$ cat src/rtl/tlnef_pkg.sv
// ----------------------------------------------------------------------------
// Text line filter package
// Shared widths, byte codes, register indexes and types of the text line
// number and escape filter.
// ----------------------------------------------------------------------------
package tlnef_pkg;

  // Number of decimal digits in a line number prefix.
  localparam int NumDigits = 6;
  // Longest burst: number digits, tab, one escape byte and the byte itself.
  localparam int BurstMax  = NumDigits + 3;
  // Width of a burst length, able to hold BurstMax itself.
  localparam int CntW      = $clog2(BurstMax + 1);
  localparam int BcdW      = 4 * NumDigits;
  localparam int CfgIdxW   = 3;

  // Byte codes used in the output text.
  localparam logic [7:0] CharTab    = 8'd9;
  localparam logic [7:0] CharNl     = 8'd10;
  localparam logic [7:0] CharSpace  = 8'd32;
  localparam logic [7:0] CharDollar = 8'd36;
  localparam logic [7:0] CharZero   = 8'd48;
  localparam logic [7:0] CharI      = 8'd73;
  localparam logic [7:0] CharCaret  = 8'd94;
  localparam logic [7:0] CaretShift = 8'd64;
  localparam logic [7:0] CtrlLast   = 8'd31;
  localparam logic [7:0] PrintLast  = 8'd126;
  localparam logic [7:0] HighLast   = 8'd160;

  // Configuration register indexes.
  typedef enum logic [CfgIdxW-1:0] {
    CfgNumberAll      = 3'd0,
    CfgNumberNonblank = 3'd1,
    CfgSqueezeBlank   = 3'd2,
    CfgShowTabs       = 3'd3,
    CfgShowLineEnds   = 3'd4,
    CfgShowNonprint   = 3'd5
  } cfg_reg_e;

  // Option bits held by the block.
  typedef struct packed {
    logic number_all;
    logic number_nonblank;
    logic squeeze_blank;
    logic show_tabs;
    logic show_line_ends;
    logic show_nonprint;
  } cfg_t;

  typedef logic [BurstMax-1:0][7:0] burst_t;

endpackage

$ cat src/rtl/tlnef_in_if.sv
// ----------------------------------------------------------------------------
// Text line filter input channel
// Carries one raw text byte and its file start flag per beat.
// ----------------------------------------------------------------------------
interface tlnef_in_if;
  logic       valid;
  logic       ready;
  logic [7:0] in_byte;
  logic       file_start;

  modport source (output valid, output in_byte, output file_start, input ready);
  modport sink   (input valid, input in_byte, input file_start, output ready);
endinterface

$ cat src/rtl/tlnef_out_if.sv
// ----------------------------------------------------------------------------
// Text line filter output channel
// Carries one output text byte per beat, with a flag on the final byte.
// ----------------------------------------------------------------------------
interface tlnef_out_if;
  logic       valid;
  logic       ready;
  logic [7:0] out_byte;
  logic       last;

  modport source (output valid, output out_byte, output last, input ready);
  modport sink   (input valid, input out_byte, input last, output ready);
endinterface

$ cat src/rtl/tlnef_cfg_if.sv
// ----------------------------------------------------------------------------
// Text line filter configuration channel
// Carries one register write, an index and a data bit, per beat.
// ----------------------------------------------------------------------------
interface tlnef_cfg_if;
  logic                            valid;
  logic                            ready;
  logic [tlnef_pkg::CfgIdxW-1:0]   wr_index;
  logic                            wr_data;

  modport source (output valid, output wr_index, output wr_data, input ready);
  modport sink   (input valid, input wr_index, input wr_data, output ready);
endinterface

$ cat src/rtl/text_line_number_escape_filter.sv
// ----------------------------------------------------------------------------
// Text line number and escape filter
// Numbers lines, squeezes blank lines and shows tabs, line ends and control
// bytes in caret notation, one input byte at a time.
// ----------------------------------------------------------------------------
// Usage:
// Each input beat on in_i carries one text byte and a file start flag. Each
// input byte gives zero to nine output beats on out_o; last marks the final
// beat of one input byte. A squeezed newline gives no output beat at all.
// Register writes on cfg_i are always taken and should only be made while
// the block is idle.
// An accepted byte waits in the input register until the burst register is
// free; its first output beat is valid once the burst register has loaded it.
// Throughput: one input byte per cycle while each byte gives one output beat
// and the receiver is ready. The output burst register drains one beat per
// cycle while the receiver is ready, so a byte that gives more than one beat
// holds the input side until the last beat of its burst leaves.
// Reset clears all options, sets the line number to one and marks a line
// start. When the receiver stalls, the current burst holds and the input
// register takes one more byte before in_i.ready falls.
// ----------------------------------------------------------------------------
module text_line_number_escape_filter (
  input  logic        clk_i,
  input  logic        rst_ni,
  tlnef_cfg_if.sink   cfg_i,
  tlnef_in_if.sink    in_i,
  tlnef_out_if.source out_o
);

  // Configuration registers.
  tlnef_pkg::cfg_t cfg_q;

  // Input register.
  logic       in_vld_q;
  logic [7:0] in_byte_q;
  logic       in_fs_q;

  // Stream state.
  logic [tlnef_pkg::BcdW-1:0] count_q, count_d;
  logic                       als_q, als_d;
  logic [1:0]                 brun_q, brun_d;

  // Output burst register: bytes shift towards slot zero, cnt_q beats remain.
  tlnef_pkg::burst_t          bst_q, bst_d;
  logic [tlnef_pkg::CntW-1:0] cnt_q, cnt_d;

  logic pop, bst_free, proc, drop;
  logic [tlnef_pkg::CntW-1:0] new_cnt;

  assign cfg_i.ready   = 1'b1;
  assign out_o.valid   = (cnt_q != '0);
  assign out_o.out_byte = bst_q[0];
  assign out_o.last    = (cnt_q == tlnef_pkg::CntW'(1));

  assign pop      = out_o.valid && out_o.ready;
  assign bst_free = (cnt_q == '0) || ((cnt_q == tlnef_pkg::CntW'(1)) && out_o.ready);
  assign proc     = in_vld_q && bst_free;
  assign in_i.ready = !in_vld_q || proc;

  // Configuration writes; unknown indexes are ignored.
  always_ff @(posedge clk_i or negedge rst_ni) begin
    if (!rst_ni) begin
      cfg_q <= '0;
    end else if (cfg_i.valid) begin
      case (cfg_i.wr_index)
        tlnef_pkg::CfgNumberAll:      cfg_q.number_all      <= cfg_i.wr_data;
        tlnef_pkg::CfgNumberNonblank: cfg_q.number_nonblank <= cfg_i.wr_data;
        tlnef_pkg::CfgSqueezeBlank:   cfg_q.squeeze_blank   <= cfg_i.wr_data;
        tlnef_pkg::CfgShowTabs:       cfg_q.show_tabs       <= cfg_i.wr_data;
        tlnef_pkg::CfgShowLineEnds:   cfg_q.show_line_ends  <= cfg_i.wr_data;
        tlnef_pkg::CfgShowNonprint:   cfg_q.show_nonprint   <= cfg_i.wr_data;
        default: ;
      endcase
    end
  end

  // Input register: holds one byte until the burst register can take it.
  always_ff @(posedge clk_i or negedge rst_ni) begin
    if (!rst_ni) begin
      in_vld_q <= 1'b0;
    end else if (in_i.ready) begin
      in_vld_q <= in_i.valid;
    end
  end

  always_ff @(posedge clk_i) begin
    if (in_i.valid && in_i.ready) begin
      in_byte_q <= in_i.in_byte;
      in_fs_q   <= in_i.file_start;
    end
  end

  // Byte processing: stream state update and burst assembly.
  always_comb begin
    logic [tlnef_pkg::BcdW-1:0] cnt_eff;
    logic [tlnef_pkg::BcdW-1:0] cnt_inc;
    logic                       als_eff;
    logic [1:0]                 brun_eff;
    logic                       is_nl;
    logic                       num_en;
    logic                       pre_en;
    logic [7:0]                 pre_byte;
    logic [7:0]                 chr;
    logic                       full;
    logic                       carry;
    logic                       seen;
    logic [3:0]                 dig;
    logic [tlnef_pkg::CntW-1:0] pre_pos;
    logic [tlnef_pkg::CntW-1:0] chr_pos;
    logic [tlnef_pkg::NumDigits:0][7:0] num_chr;

    // A file start restarts the stream state before this byte.
    if (in_fs_q) begin
      cnt_eff  = tlnef_pkg::BcdW'(1);
      als_eff  = 1'b1;
      brun_eff = 2'd0;
    end else begin
      cnt_eff  = count_q;
      als_eff  = als_q;
      brun_eff = brun_q;
    end

    is_nl = (in_byte_q == tlnef_pkg::CharNl);

    // Blank line squeeze.
    drop   = 1'b0;
    brun_d = brun_eff;
    if (cfg_q.squeeze_blank) begin
      if (is_nl && als_eff) begin
        brun_d = (brun_eff == 2'd2) ? 2'd2 : brun_eff + 2'd1;
        drop   = (brun_d == 2'd2);
      end else begin
        brun_d = 2'd0;
      end
    end

    // Line number prefix; nonblank numbering takes precedence.
    if (cfg_q.number_nonblank) begin
      num_en = als_eff && !is_nl;
    end else begin
      num_en = cfg_q.number_all && als_eff;
    end

    // Saturating BCD increment of the line number.
    full = 1'b1;
    for (int p = 0; p < tlnef_pkg::NumDigits; p++) begin
      if (cnt_eff[4*p +: 4] != 4'd9) full = 1'b0;
    end
    carry   = 1'b1;
    cnt_inc = cnt_eff;
    for (int p = 0; p < tlnef_pkg::NumDigits; p++) begin
      if (carry) begin
        if (cnt_eff[4*p +: 4] >= 4'd9) begin
          cnt_inc[4*p +: 4] = 4'd0;
        end else begin
          cnt_inc[4*p +: 4] = cnt_eff[4*p +: 4] + 4'd1;
          carry = 1'b0;
        end
      end
    end
    if (full) cnt_inc = cnt_eff;

    // Number text: leading zeros shown as spaces, then a tab.
    seen = 1'b0;
    for (int k = 0; k < tlnef_pkg::NumDigits; k++) begin
      dig = cnt_eff[4*(tlnef_pkg::NumDigits-1-k) +: 4];
      if (dig != 4'd0 || k == tlnef_pkg::NumDigits - 1) seen = 1'b1;
      if (dig > 4'd9) dig = 4'd9;
      num_chr[k] = seen ? (tlnef_pkg::CharZero + {4'd0, dig}) : tlnef_pkg::CharSpace;
    end
    num_chr[tlnef_pkg::NumDigits] = tlnef_pkg::CharTab;

    // Escapes: at most one of tab, line end and caret display applies.
    chr      = in_byte_q;
    pre_en   = 1'b0;
    pre_byte = tlnef_pkg::CharCaret;
    if (cfg_q.show_tabs && chr == tlnef_pkg::CharTab) begin
      pre_en = 1'b1;
      chr    = tlnef_pkg::CharI;
    end
    if (cfg_q.show_line_ends && chr == tlnef_pkg::CharNl) begin
      pre_en   = 1'b1;
      pre_byte = tlnef_pkg::CharDollar;
    end
    if (cfg_q.show_nonprint) begin
      if (chr < tlnef_pkg::CharTab
          || (chr > tlnef_pkg::CharNl && chr <= tlnef_pkg::CtrlLast)) begin
        pre_en = 1'b1;
        chr    = chr + tlnef_pkg::CaretShift;
      end else if (chr > tlnef_pkg::PrintLast && chr <= tlnef_pkg::HighLast) begin
        pre_en = 1'b1;
        chr    = chr - tlnef_pkg::CaretShift;
      end
    end

    // Burst assembly by slot position.
    pre_pos = num_en ? tlnef_pkg::CntW'(tlnef_pkg::NumDigits + 1) : '0;
    chr_pos = pre_pos + tlnef_pkg::CntW'(pre_en);
    new_cnt = chr_pos + tlnef_pkg::CntW'(1);

    // Next stream state.
    als_d   = drop ? als_eff : (chr == tlnef_pkg::CharNl);
    count_d = (num_en && !drop) ? cnt_inc : cnt_eff;

    // Burst register: load a new burst, or shift out one beat.
    bst_d = bst_q;
    cnt_d = cnt_q;
    if (pop) begin
      for (int k = 0; k < tlnef_pkg::BurstMax - 1; k++) begin
        bst_d[k] = bst_q[k+1];
      end
      bst_d[tlnef_pkg::BurstMax-1] = tlnef_pkg::CharSpace;
      cnt_d = cnt_q - tlnef_pkg::CntW'(1);
    end
    if (proc && !drop) begin
      for (int k = 0; k < tlnef_pkg::BurstMax; k++) begin
        if (num_en && k <= tlnef_pkg::NumDigits) begin
          bst_d[k] = num_chr[k];
        end else if (pre_en && tlnef_pkg::CntW'(k) == pre_pos) begin
          bst_d[k] = pre_byte;
        end else begin
          bst_d[k] = chr;
        end
      end
      cnt_d = new_cnt;
    end
  end

  // Stream state registers.
  always_ff @(posedge clk_i or negedge rst_ni) begin
    if (!rst_ni) begin
      count_q <= tlnef_pkg::BcdW'(1);
      als_q   <= 1'b1;
      brun_q  <= 2'd0;
      cnt_q   <= '0;
    end else begin
      cnt_q <= cnt_d;
      if (proc) begin
        count_q <= count_d;
        als_q   <= als_d;
        brun_q  <= brun_d;
      end
    end
  end

  always_ff @(posedge clk_i) begin
    bst_q <= bst_d;
  end

  // A burst never holds more beats than the longest prefix and byte.
  assert property (@(posedge clk_i) disable iff (!rst_ni)
    cnt_q <= tlnef_pkg::CntW'(tlnef_pkg::BurstMax))
    else $error("burst length out of range");

  // A squeezed newline leaves the block at a line start.
  assert property (@(posedge clk_i) disable iff (!rst_ni)
    proc && drop |=> als_q)
    else $error("line start lost on a squeezed newline");

  // A beat that is not the last of its burst is followed by another beat.
  assert property (@(posedge clk_i) disable iff (!rst_ni)
    out_o.valid && out_o.ready && !out_o.last |=> out_o.valid)
    else $error("burst ended before its last beat");

  // The input side only stalls while a byte waits in the input register.
  assert property (@(posedge clk_i) disable iff (!rst_ni)
    !in_i.ready |-> in_vld_q && !bst_free)
    else $error("input stalled without a waiting byte");

  // The lowest digit of the line number stays a decimal digit.
  assert property (@(posedge clk_i) disable iff (!rst_ni)
    count_q[3:0] <= 4'd9)
    else $error("line number digit out of range");

endmodule

$ cat src/flat_wrapper.sv
// flat-port wrapper written by rule: the top's interface ports become plain ports
module text_line_number_escape_filter_flat 
  (clk_i, rst_ni, cfg_i_valid, cfg_i_wr_index, cfg_i_wr_data, cfg_i_ready, in_i_valid, in_i_in_byte, in_i_file_start, in_i_ready, out_o_valid, out_o_out_byte, out_o_last, out_o_ready);
  tlnef_cfg_if cfg_i_i ();
  tlnef_in_if in_i_i ();
  tlnef_out_if out_o_i ();
  input  logic clk_i;
  input  logic rst_ni;
  input wire logic [$bits(cfg_i_i.valid)-1:0] cfg_i_valid;
  input wire logic [$bits(cfg_i_i.wr_index)-1:0] cfg_i_wr_index;
  input wire logic [$bits(cfg_i_i.wr_data)-1:0] cfg_i_wr_data;
  output wire logic [$bits(cfg_i_i.ready)-1:0] cfg_i_ready;
  input wire logic [$bits(in_i_i.valid)-1:0] in_i_valid;
  input wire logic [$bits(in_i_i.in_byte)-1:0] in_i_in_byte;
  input wire logic [$bits(in_i_i.file_start)-1:0] in_i_file_start;
  output wire logic [$bits(in_i_i.ready)-1:0] in_i_ready;
  output wire logic [$bits(out_o_i.valid)-1:0] out_o_valid;
  output wire logic [$bits(out_o_i.out_byte)-1:0] out_o_out_byte;
  output wire logic [$bits(out_o_i.last)-1:0] out_o_last;
  input wire logic [$bits(out_o_i.ready)-1:0] out_o_ready;
  assign cfg_i_i.valid = cfg_i_valid;
  assign cfg_i_i.wr_index = cfg_i_wr_index;
  assign cfg_i_i.wr_data = cfg_i_wr_data;
  assign cfg_i_ready = cfg_i_i.ready;
  assign in_i_i.valid = in_i_valid;
  assign in_i_i.in_byte = in_i_in_byte;
  assign in_i_i.file_start = in_i_file_start;
  assign in_i_ready = in_i_i.ready;
  assign out_o_valid = out_o_i.valid;
  assign out_o_out_byte = out_o_i.out_byte;
  assign out_o_last = out_o_i.last;
  assign out_o_i.ready = out_o_ready;
  text_line_number_escape_filter u_core (.clk_i(clk_i), .rst_ni(rst_ni), .cfg_i(cfg_i_i), .in_i(in_i_i), .out_o(out_o_i));
endmodule
$ cat config.mk
export PLATFORM = sky130hd
export DESIGN_NAME = text_line_number_escape_filter_flat
export DESIGN_NICKNAME = d
export VERILOG_FILES = /design/src/rtl/tlnef_pkg.sv /design/src/rtl/tlnef_in_if.sv /design/src/rtl/tlnef_out_if.sv /design/src/rtl/tlnef_cfg_if.sv /design/src/rtl/text_line_number_escape_filter.sv /design/src/flat_wrapper.sv
export SDC_FILE = /design/constraint.sdc
export NUM_CORES = 1
export LEC_CHECK = 0
export ABC_AREA = 0
export BUFFER_PORTS_ARGS = -buffer_cell sky130_fd_sc_hd__buf_2
export CELL_PAD_IN_SITES_DETAIL_PLACEMENT = 0
export CELL_PAD_IN_SITES_GLOBAL_PLACEMENT = 2
export CORE_UTILIZATION = 30
export CTS_CLUSTER_DIAMETER = 40
export DETAILED_ROUTE_END_ITERATION = 10
export PLACE_DENSITY = 0.67
export SLEW_MARGIN = 10
export SYNTH_ARGS = -nofsm -noshare
export SYNTH_HDL_FRONTEND = slang
export SYNTH_SLANG_ARGS = --single-unit
$ cat constraint.sdc
create_clock -name clk_i -period 8.2 [get_ports clk_i]
set_input_delay 0 -clock clk_i [delete_from_list [all_inputs] [get_ports clk_i]]
set_output_delay 0 -clock clk_i [all_outputs]
set_load 0.005 [all_outputs]
==> metrics.txt, run 1 <==
net count of the finished layout=735; fin worst setup slack=4.45 ns; remaining routing DRC violations=0; proportion of layout cells with a drive suffix above 1=13.1%; Maximum Capacitance Violations=0; area occupied by multi-input gates=2960 sq um; async set-or-reset flop fraction in the synthesized netlist=31.9%; detailed-route wire length=18.1 mm; worst setup path start=u_core.in_byte_q[4]$_DFFE_PP_; number of enable flip-flop cells after synthesis=81; dominant combinational cell family by area after synthesis=compound AO/OA/AOI/OAI gates; pre-CTS setup slack=4.45 ns; start-to-end type of the worst setup path=flip-flop to flip-flop; routability congestion estimate from global placement=0.791; cell types with the largest area share after synthesis=edfxtp_1 (36%), dfrtp_1 (13%), ha_1 (5.2%); post-detail-place hpwl=12.2 mm; count of distinct cell types in the synthesized netlist=75; unrepaired setup endpoints after global routing=no; Antenna Violating Nets Remaining=0; class of the most critical hold timing path=input port to asynchronous set/reset pin; share of synthesized area spent on multiplexers=1.33%; number of failing hold endpoints at the final stage=0; x dimension of the die=151 microns; transition time of the tightest slew-check pin=0.968 ns; Boundary Pins=30; Final Skew=0.00962 ns; net count after synthesis=707; vertical extent of the die=151 microns; drt first pass iters=5; layout overhead on the synthesized area=16.2%; post-route clock period utilization=45.7%; overall routing resource usage=17.1%; count of clock tree sinks=119; core box area=21800 sq um; required time of the critical path=8.35 ns; Die Outline Area=22900 sq um; Netlist Area Pre-Place=6690 sq um; dominant cell type by area after synthesis=edfxtp_1; number of placed instances, taps included=929; launch point of the worst reg-to-reg path=u_core.in_byte_q[4]$_DFFE_PP_; total count of max-transition violations in the final report=0; filler cell count=2202; average footprint of a synthesized cell=10.1 sq um; leading cell type by number of instances after synthesis=nand2_1; remaining max-slew budget at the tightest pin=35.5%; pin count of the biggest net entering global routing=73; antenna cell count=0; Synth Area in Compound Gates=18.6%; number of clock buffers inserted by TritonCTS=17; number of buffers inserted by port buffering=28; ratio of routed vias to standard cells=5.18; Power Density=354 nW/um^2; startpoint class of the critical path=flip-flop; post-synth top area share=36.4%; number of synthesized register bits=119; Main synth FF type=edfxtp_1; CP endpoint kind=flip-flop; wire length of the first global-routing pass=29.0 mm; Critical Path Fanout Max=27; clock tree from TritonCTS=built; number of antenna violations at the first check in global routing=0; run status=complete, no violations; clock insertion delay at the later pin of the skew report=0.43 ns; effective utilization at floorplan=30.6%; simple-gate share of the synthesized area=18.3%; drt first-iter violations=352; clock slew at reported path FFs=0.06 ns; Rows=54; total grt overflow=0; post-synthesis xor/xnor area fraction=0.524%; arrival time of the worst setup path=3.90 ns; Seq/Total Area, Yosys=50.6%; accumulated negative setup slack=0 ns; number of setup buffers added after CTS=0; worst-case vdd ir drop=0.145 mV; number of standard cells in the layout, taps in and fillers out=982; minimum clock period after layout=3.75 ns; clock tree buffer depth=2; post-synthesis adder-cell area fraction=5.24%; Root Buffer Master=clkbuf_16; Post-Syn Instances=661; total vias in the final route=5087; final setup vio count=0; max frequency=267 MHz; area used by sequential logic in the layout=3390 sq um; Static Leak=3.14 nW; warning count from the yosys run=0; level count of the clock H-tree=4; number of global-route vias before repair=5139; average detailed-routed wire length per instance=18.4 microns; most numerous cell types in the synthesized netlist=nand2_1 (89), edfxtp_1 (81), nor2_1 (43)
==> through the flow <==
step | hold WS (ns) | total power [W] | area [sq um] | util (%)
CTS | 0.257 | 0.00278 | 7770 | 35.6
global placement | 0.179 | 0.00200 | 6980 | 32.0
detailed placement | 0.178 | 0.00202 | 6980 | 32.0
global route | 0.270 | 0.00294 | 7770 | 35.6
floorplan | -0.296 | 0.00178 | 6690 | -
finish | 0.239 | 0.00275 | 7770 | 35.6
==> registers in the layout, indices dropped and copies added (netlist names) <==
| register | count |
|---|---|
| u_core.in_vld_q | 1 |
| u_core.count_q | 24 |
| u_core.out_o.out_byte | 8 |
| u_core.in_byte_q | 8 |
| u_core.cnt_q | 4 |
| u_core.in_fs_q | 1 |
| u_core.als_q | 1 |
| u_core.brun_q | 2 |
| u_core.bst_q | 64 |
| u_core.cfg_q | 6 |
==> per-layer routing <==
layer  global-route usage (%)  up-vias  share of wire [%]
met1                     24.6     2512                 51
met4                     5.30        0                1.1
met5                        0        -                  0
met3                     3.37       11                3.4
met2                     25.6       92                 44
li1                         -     2472                  -
==> cell usage in the layout, fill, tap and decap left out, types with 25 or more instances in the layout <==
| cell | n |
|---|---|
| edfxtp_1 | 81 |
| inv_1 | 25 |
| o21ai_0 | 30 |
| a21oi_1 | 28 |
| o21ai_1 | 34 |
| ha_1 | 28 |
| nor2_1 | 43 |
| dfrtp_1 | 36 |
| nand2_1 | 88 |
| buf_2 | 28 |
==> final timing paths <==
check / end / slack, ns / depth (start not counted)
worst max register to register: u_core.out_o.out_byte[1]$_DFFE_PP_ / 4.45 / 10
worst min register to register: u_core.als_q$_DFFE_PN1P_ / 0.49 / 2
min in group clk_i: u_core.in_fs_q$_DFFE_PP_ / 0.27 / 2
worst max-delay path: u_core.out_o.out_byte[1]$_DFFE_PP_ / 4.45 / 10
worst min-delay path: u_core.count_q[10]$_DFFE_PN0P_ / 0.24 / 2
max in group asynchronous: u_core.count_q[23]$_DFFE_PN0P_ / 7.37 / 2
==> final cells by class <==
class / count / share of cell area (%)
multi-input cells: 470 / 38.1
repair buffers: 54 / 4.99
flip-flops and latches: 119 / 43.6
well taps: 280 / 4.51
clock inverters: 15 / 2.00
inverters: 27 / 1.30
clock buffers: 17 / 5.48
==> critical path, stage by stage (launching register included) <==
cell	delay, ns
edfxtp_1	0.60
nor4_1	0.50
and2_1	0.39
a21oi_4	0.09
buf_4	0.27
inv_2	0.35
ha_1	0.43
and3_1	0.36
nor3_1	0.09
a31oi_1	0.27
o21ai_1	0.09
==> cells by family after synthesis <==
group | Yosys count
compound gates | 191
xor+xnor | 4
fa+ha+maj | 28
buf+inv | 72
flops | 119
mux | 8
other cells | 1
simple gates | 238
==> what timing repair did <==
| item | CTS | global route |
|---|---|---|
| hold buffers | 21 | 0 |
| resized for setup | 0 | 0 |
| hold endpoints to repair | 53 | 0 |
==> report_power, final <==
group	switching, W	internal [W]	leakage, nW
clock	0.000333	0.000408	0.286
combinational	0.000573	0.000305	1.57
sequential	0.000125	0.00101	1.28
total	0.00103	0.00172	3.14
No activity file was read; power rests on OpenSTA's default activity.
==> run 2: changes to the inputs <==
--- a/config.mk
+++ b/config.mk
@@ -12,7 +12,7 @@
 export CORE_UTILIZATION = 30
 export CTS_CLUSTER_DIAMETER = 40
 export DETAILED_ROUTE_END_ITERATION = 10
-export PLACE_DENSITY = 0.67
+export PLACE_DENSITY = 0.69
 export SLEW_MARGIN = 10
 export SYNTH_ARGS = -nofsm -noshare
 export SYNTH_HDL_FRONTEND = slang
==> constraint.sdc (replaced) <==
create_clock -name clk_i -period 3.18 [get_ports clk_i]
set_input_delay 0 -clock clk_i [delete_from_list [all_inputs] [get_ports clk_i]]
set_output_delay 0 -clock clk_i [all_outputs]
set_load 0.005 [all_outputs]
==> run 2 against run 1 <==
Power grew to 2.6 times the previous value. Die area is the same. Wire length shrank 1.9%. Highest routed layer unchanged. Critical endpoint is now u_core.out_o.out_byte[3]$_DFFE_PP_. Critical path type unchanged. Global-route usage shrank 0.35 points. Via count grew 2.7%. Utilization grew 0.87 points.
==> metrics.txt, run 2 (same netlist as run 1, synthesis figures left out) <==
Power Density=910 nW/um^2; arrival time of the worst setup path=3.17 ns; total grt overflow=0; proportion of layout cells with a drive suffix above 1=15.3%; Critical Path Fanout Max=11; clock insertion delay at the later pin of the skew report=0.43 ns; largest register by flop count=u_core.bst_q; number of clock buffers inserted by TritonCTS=17; run status=complete, no violations; number of antenna violations at the first check in global routing=0; ratio of routed vias to standard cells=5.23; start-to-end type of the worst setup path=flip-flop to flip-flop; remaining max-slew budget at the tightest pin=39.3%; pre-CTS setup slack=0.0723 ns; antenna cell count=0; Final Skew=0.00975 ns; unrepaired setup endpoints after global routing=no; Boundary Pins=30; area used by sequential logic in the layout=3390 sq um; drt first-iter violations=446; fin worst setup slack=0.185 ns; required time of the critical path=3.35 ns; number of failing hold endpoints at the final stage=0; effective utilization at floorplan=30.6%; most common cell after layout, fill and taps aside=nand2_1; max reg flops=64; average detailed-routed wire length per instance=17.8 microns; Antenna Violating Nets Remaining=0; CP endpoint kind=flip-flop; Die Outline Area=22900 sq um; level count of the clock H-tree=4; post-detail-place hpwl=12.5 mm; accumulated negative setup slack=0 ns; clock tree buffer depth=2; remaining routing DRC violations=0; wire length of the first global-routing pass=28.6 mm; x dimension of the die=151 microns; number of buffers inserted by port buffering=28; transition time of the tightest slew-check pin=0.910 ns; clock tree from TritonCTS=built; detailed-route wire length=17.8 mm; Root Buffer Master=clkbuf_16; core occupancy in the finished layout=36.5%; area occupied by multi-input gates=2970 sq um; overall routing resource usage=16.7%; net count of the finished layout=752; most used cells in the layout excluding fill and tap cells=nand2_1 (88), edfxtp_1 (81), nor2_1 (43); vertical extent of the die=151 microns; clock slew at reported path FFs=0.06 ns; max frequency=334 MHz; worst-case vdd ir drop=0.352 mV; total vias in the final route=5226; pin count of the biggest net entering global routing=73; final setup vio count=0; filler cell count=2167; routability congestion estimate from global placement=0.819; startpoint class of the critical path=flip-flop; drt first pass iters=6; Rows=54; Maximum Capacitance Violations=0; class of the most critical hold timing path=input port to flip-flop; total count of max-transition violations in the final report=0; minimum clock period after layout=3.00 ns; Static Leak=3.24 nW; number of global-route vias before repair=5216; post-route clock period utilization=94.2%; layout overhead on the synthesized area=19.0%; core box area=21800 sq um; Top Registers=u_core.bst_q: 64 flops, u_core.count_q: 24 flops; count of clock tree sinks=119
## run 2: area by class of cell
type | instances | area share [%]
timing repair buffer | 71 | 6.89
clock inverter | 14 | 2.20
inverter | 27 | 1.27
tap | 280 | 4.40
multi-input combinational | 470 | 37.3
clock buffer | 18 | 5.39
sequential | 119 | 42.5
## run 2: power by group
part | switching (W) | internal, W | total (W)
logic | 0.00147 | 0.000892 | 0.00236
clock network | 0.000745 | 0.00124 | 0.00198
registers | 0.000307 | 0.00259 | 0.00290
## run 2: routing by layer
layer | routed length (microns) | vias up | global-route usage [%]
met5 | 0 | - | 0
met4 | 304 | 0 | 6.65
met3 | 573 | 22 | 3.19
met2 | 8080 | 114 | 25.4
met1 | 8800 | 2585 | 23.3
li1 | - | 2505 | -
## run 2: worst paths after layout
| path | startpoint | endpoint | slack [ns] | cells past startpoint |
|---|---|---|---|---|
| min in group asynchronous | rst_ni | u_core.count_q[19]$_DFFE_PN0P_ | 0.25 | 2 |
| worst min register to register | u_core.count_q[1]$_DFFE_PN0P_ | u_core.count_q[1]$_DFFE_PN0P_ | 0.48 | 2 |
| worst max register to register | u_core.in_byte_q[4]$_DFFE_PP_ | u_core.out_o.out_byte[3]$_DFFE_PP_ | 0.18 | 9 |
| max in group asynchronous | rst_ni | u_core.cnt_q[3]$_DFFE_PN0P_ | 2.36 | 2 |
| worst min-delay path | cfg_i_valid | u_core.cfg_q[4]$_DFFE_PN0P_ | 0.04 | 4 |
| worst max-delay path | u_core.in_byte_q[4]$_DFFE_PP_ | u_core.out_o.out_byte[3]$_DFFE_PP_ | 0.18 | 9 |
## run 2: worst max-delay path: stages, from the launching register on
cell and delay, ns:
edfxtp_1 0.57, or4_4 0.58, nor4b_4 0.27, o31ai_1 0.12, o211ai_1 0.17, ha_1 0.40
and3_1 0.31, nor3_1 0.09, a21oi_1 0.16, o21ai_1 0.07
## run 2: repair_timing
item                       CTS  global route
hold buffers                19             0
hold endpoints to repair    53             0
gates resized for setup      0             1
setup endpoints to repair    0             8
setup buffers                0             0
## run 2: stage by stage
| step | area (sq um) | std cells | hold slack, ns | total power, W |
|---|---|---|---|---|
| 2_1_floorplan | 6700 | 661 | -0.296 | 0.00457 |
| 3_3_place_gp | 7160 | 948 | 0.180 | 0.00523 |
| 3_5_place_dp | 7160 | 948 | 0.178 | 0.00529 |
| 4_1_cts | 7950 | 999 | 0.0268 | 0.00731 |
| 5_1_grt | 7960 | 999 | 0.0521 | 0.00773 |
| 6_report | 7960 | 999 | 0.0430 | 0.00724 |
==> run 3: changes to the inputs <==
--- a/config.mk
+++ b/config.mk
@@ -13,6 +13,7 @@
 export CTS_CLUSTER_DIAMETER = 40
 export DETAILED_ROUTE_END_ITERATION = 10
 export PLACE_DENSITY = 0.69
+export REMOVE_ABC_BUFFERS = 1
 export SLEW_MARGIN = 10
 export SYNTH_ARGS = -nofsm -noshare
 export SYNTH_HDL_FRONTEND = slang
==> run 3 against run 2 <==
Hold slack improved by 0.0031 ns. Critical path type unchanged. Final cell count rose by 0.10%. Largest cell class unchanged. Sequential share of layout area rose by 0.21 points. Global-route usage barely moved.
==> metrics.txt, run 3 (same netlist as run 1, synthesis figures left out) <==
run status=complete, no violations; clock share of power=25.3%; startpoint class of the critical path=flip-flop; drt first pass iters=5; placement-stage cell area=7160 sq um; final setup vio count=0; minimum clock period after layout=2.92 ns; sw frac=36.3%; clock slew at reported path FFs=0.06 ns; Die Outline Area=22900 sq um; remaining max-slew budget at the tightest pin=35.8%; pin count of the biggest net entering global routing=47; Slowest-stage cell, CP=edfxtp_1; filler cell count=2219; launch point of the worst reg-to-reg path=u_core.in_byte_q[2]$_DFFE_PP_; layout overhead on the synthesized area=18.4%; Static Leak=3.22 nW; effective utilization at floorplan=30.6%; max frequency=343 MHz; pre-CTS setup slack=0.0142 ns; Antenna Violating Nets Remaining=0; worst-case vdd ir drop=0.290 mV; count of clock tree sinks=119; number of clock buffers inserted by TritonCTS=17; drt first-iter violations=387; Power Density=898 nW/um^2; total grt overflow=0; Maximum Capacitance Violations=0; Hold Path Stages=4; start-to-end type of the worst setup path=flip-flop to flip-flop; total count of max-transition violations in the final report=0; ratio of routed vias to standard cells=5.18; Critical Path Fanout Max=9; critical path cell sequence=or4_4 -> nor4b_4 -> o31ai_1 -> o211ai_1 -> ha_1 -> and3_1 -> nor3_1 -> a21oi_1 -> o21ai_1; clock tree from TritonCTS=built; largest register by flop count=u_core.bst_q; average detailed-routed wire length per instance=17.7 microns; overall routing resource usage=16.8%; transition time of the tightest slew-check pin=0.963 ns; Rows=54; net count of the finished layout=753; remaining routing DRC violations=0; level count of the clock H-tree=4; vertical extent of the die=151 microns; Switching Power=0.00258 W; most used cells in the layout excluding fill and tap cells=nand2_1 (88), edfxtp_1 (81), nor2_1 (43); setup slack of the most critical reg-to-reg path=0.26 ns; x dimension of the die=151 microns; required time of the critical path=3.35 ns; number of antenna violations at the first check in global routing=0; most common cell after layout, fill and taps aside=nand2_1; Root Buffer Master=clkbuf_16; detailed-route wire length=17.7 mm; post-route clock period utilization=91.8%; number of global-route vias before repair=5222; number of standard cells in the layout, taps in and fillers out=1000; class of the most critical hold timing path=input port to flip-flop; Hold Path Sink=u_core.cfg_q[4]$_DFFE_PN0P_; clock insertion delay at the later pin of the skew report=0.43 ns; endpoint of the worst-slack reg-to-reg timing path=u_core.out_o.out_byte[3]$_DFFE_PP_; total vias in the final route=5176; number of buffers inserted by port buffering=28; Worst Min Path Start=cfg_i_wr_index[0]; post-route standard cell area excluding fillers=7920 sq um; wire length of the first global-routing pass=28.6 mm; Final Skew=0.00737 ns; cells on worst reg2reg path=9; accumulated negative setup slack=0 ns; number of placed instances, taps included=947; arrival time of the worst setup path=3.09 ns; CP endpoint kind=flip-flop; Boundary Pins=30; largest stage delay on the critical path=0.54 ns; number of failing hold endpoints at the final stage=0; unrepaired setup endpoints after global routing=no; post-detail-place hpwl=12.4 mm; clock tree buffer depth=2; combinational share of power=34.2%; sequential share of power=40.5%; Top Registers=u_core.bst_q: 64 flops, u_core.count_q: 24 flops; proportion of layout cells with a drive suffix above 1=15.7%; routability congestion estimate from global placement=0.789; core box area=21800 sq um; max reg flops=64; Int Power=0.00453 W; antenna cell count=0; total power=0.00711 W; fin worst setup slack=0.261 ns
## run 3: layer usage
metal | vias to the layer above | track usage (%) | wire length [microns]
met4 | 0 | 5.00 | 222
li1 | 2509 | - | -
met2 | 104 | 25.9 | 8110
met1 | 2544 | 23.6 | 8580
met5 | - | 0 | 0
met3 | 19 | 3.25 | 769
## run 3: cell type report
type                       instances  area [sq um]  share of cell area (%)
timing repair buffer              72           568                    7.17
tap                              280           350                    4.42
multi-input combinational        470          2970                    37.5
clock inverter                    14           115                    1.45
sequential                       119          3390                    42.7
clock buffer                      18           429                    5.42
inverter                          27           101                    1.28
## run 3: how the worst max path moves through the flow
stage / startpoint / to / cells after the start
6_report: u_core.in_byte_q[2]$_DFFE_PP_ / u_core.out_o.out_byte[3]$_DFFE_PP_ / 9
5_1_grt: u_core.in_byte_q[6]$_DFFE_PP_ / u_core.out_o.out_byte[4]$_DFFE_PP_ / 9
4_1_cts: u_core.in_byte_q[4]$_DFFE_PP_ / u_core.out_o.out_byte[3]$_DFFE_PP_ / 9
3_5_place_dp: u_core.in_byte_q[4]$_DFFE_PP_ / u_core.out_o.out_byte[3]$_DFFE_PP_ / 9
3_3_place_gp: u_core.in_byte_q[4]$_DFFE_PP_ / u_core.out_o.out_byte[1]$_DFFE_PP_ / 9
2_1_floorplan: u_core.in_fs_q$_DFFE_PP_ / u_core.bst_q[10]$_DFFE_PP_ / 5
## run 3: critical path, delay by kind of cell, from the launching register on
family / cells / cell delay, ns
AO/OA/AOI/OAI: 4 / 0.63
adder cells (fa/ha/maj): 1 / 0.38
flip-flops: 1 / 0.54
AND/OR/NAND/NOR: 4 / 1.11
## run 3: metrics by stage
stage | utilization (%) | hold WS, ns
6_report | 36.3 | 0.0462
5_1_grt | 36.3 | 0.0677
4_1_cts | 36.2 | 0.0317
3_5_place_dp | 32.8 | 0.184
3_3_place_gp | 32.8 | 0.179
2_1_floorplan | - | -0.296
## run 3: repair_timing
| item | CTS | global route |
|---|---|---|
| buffers inserted | 0 | 2 |
| hold endpoints to repair | 53 | 0 |
| hold buffers | 19 | 0 |
| resized for setup | 1 | 2 |
| pin swaps | 0 | 0 |
| setup endpoints to repair | 1 | 4 |
## run 3: power groups by stage
stage	clock network, W	logic, W	registers, W
after detailed placement	0	0.00243	0.00292
after global routing	0.00190	0.00275	0.00295
after floorplan	0	0.00153	0.00287
final	0.00180	0.00243	0.00288
after global placement	0	0.00239	0.00290
after CTS	0.00183	0.00246	0.00290
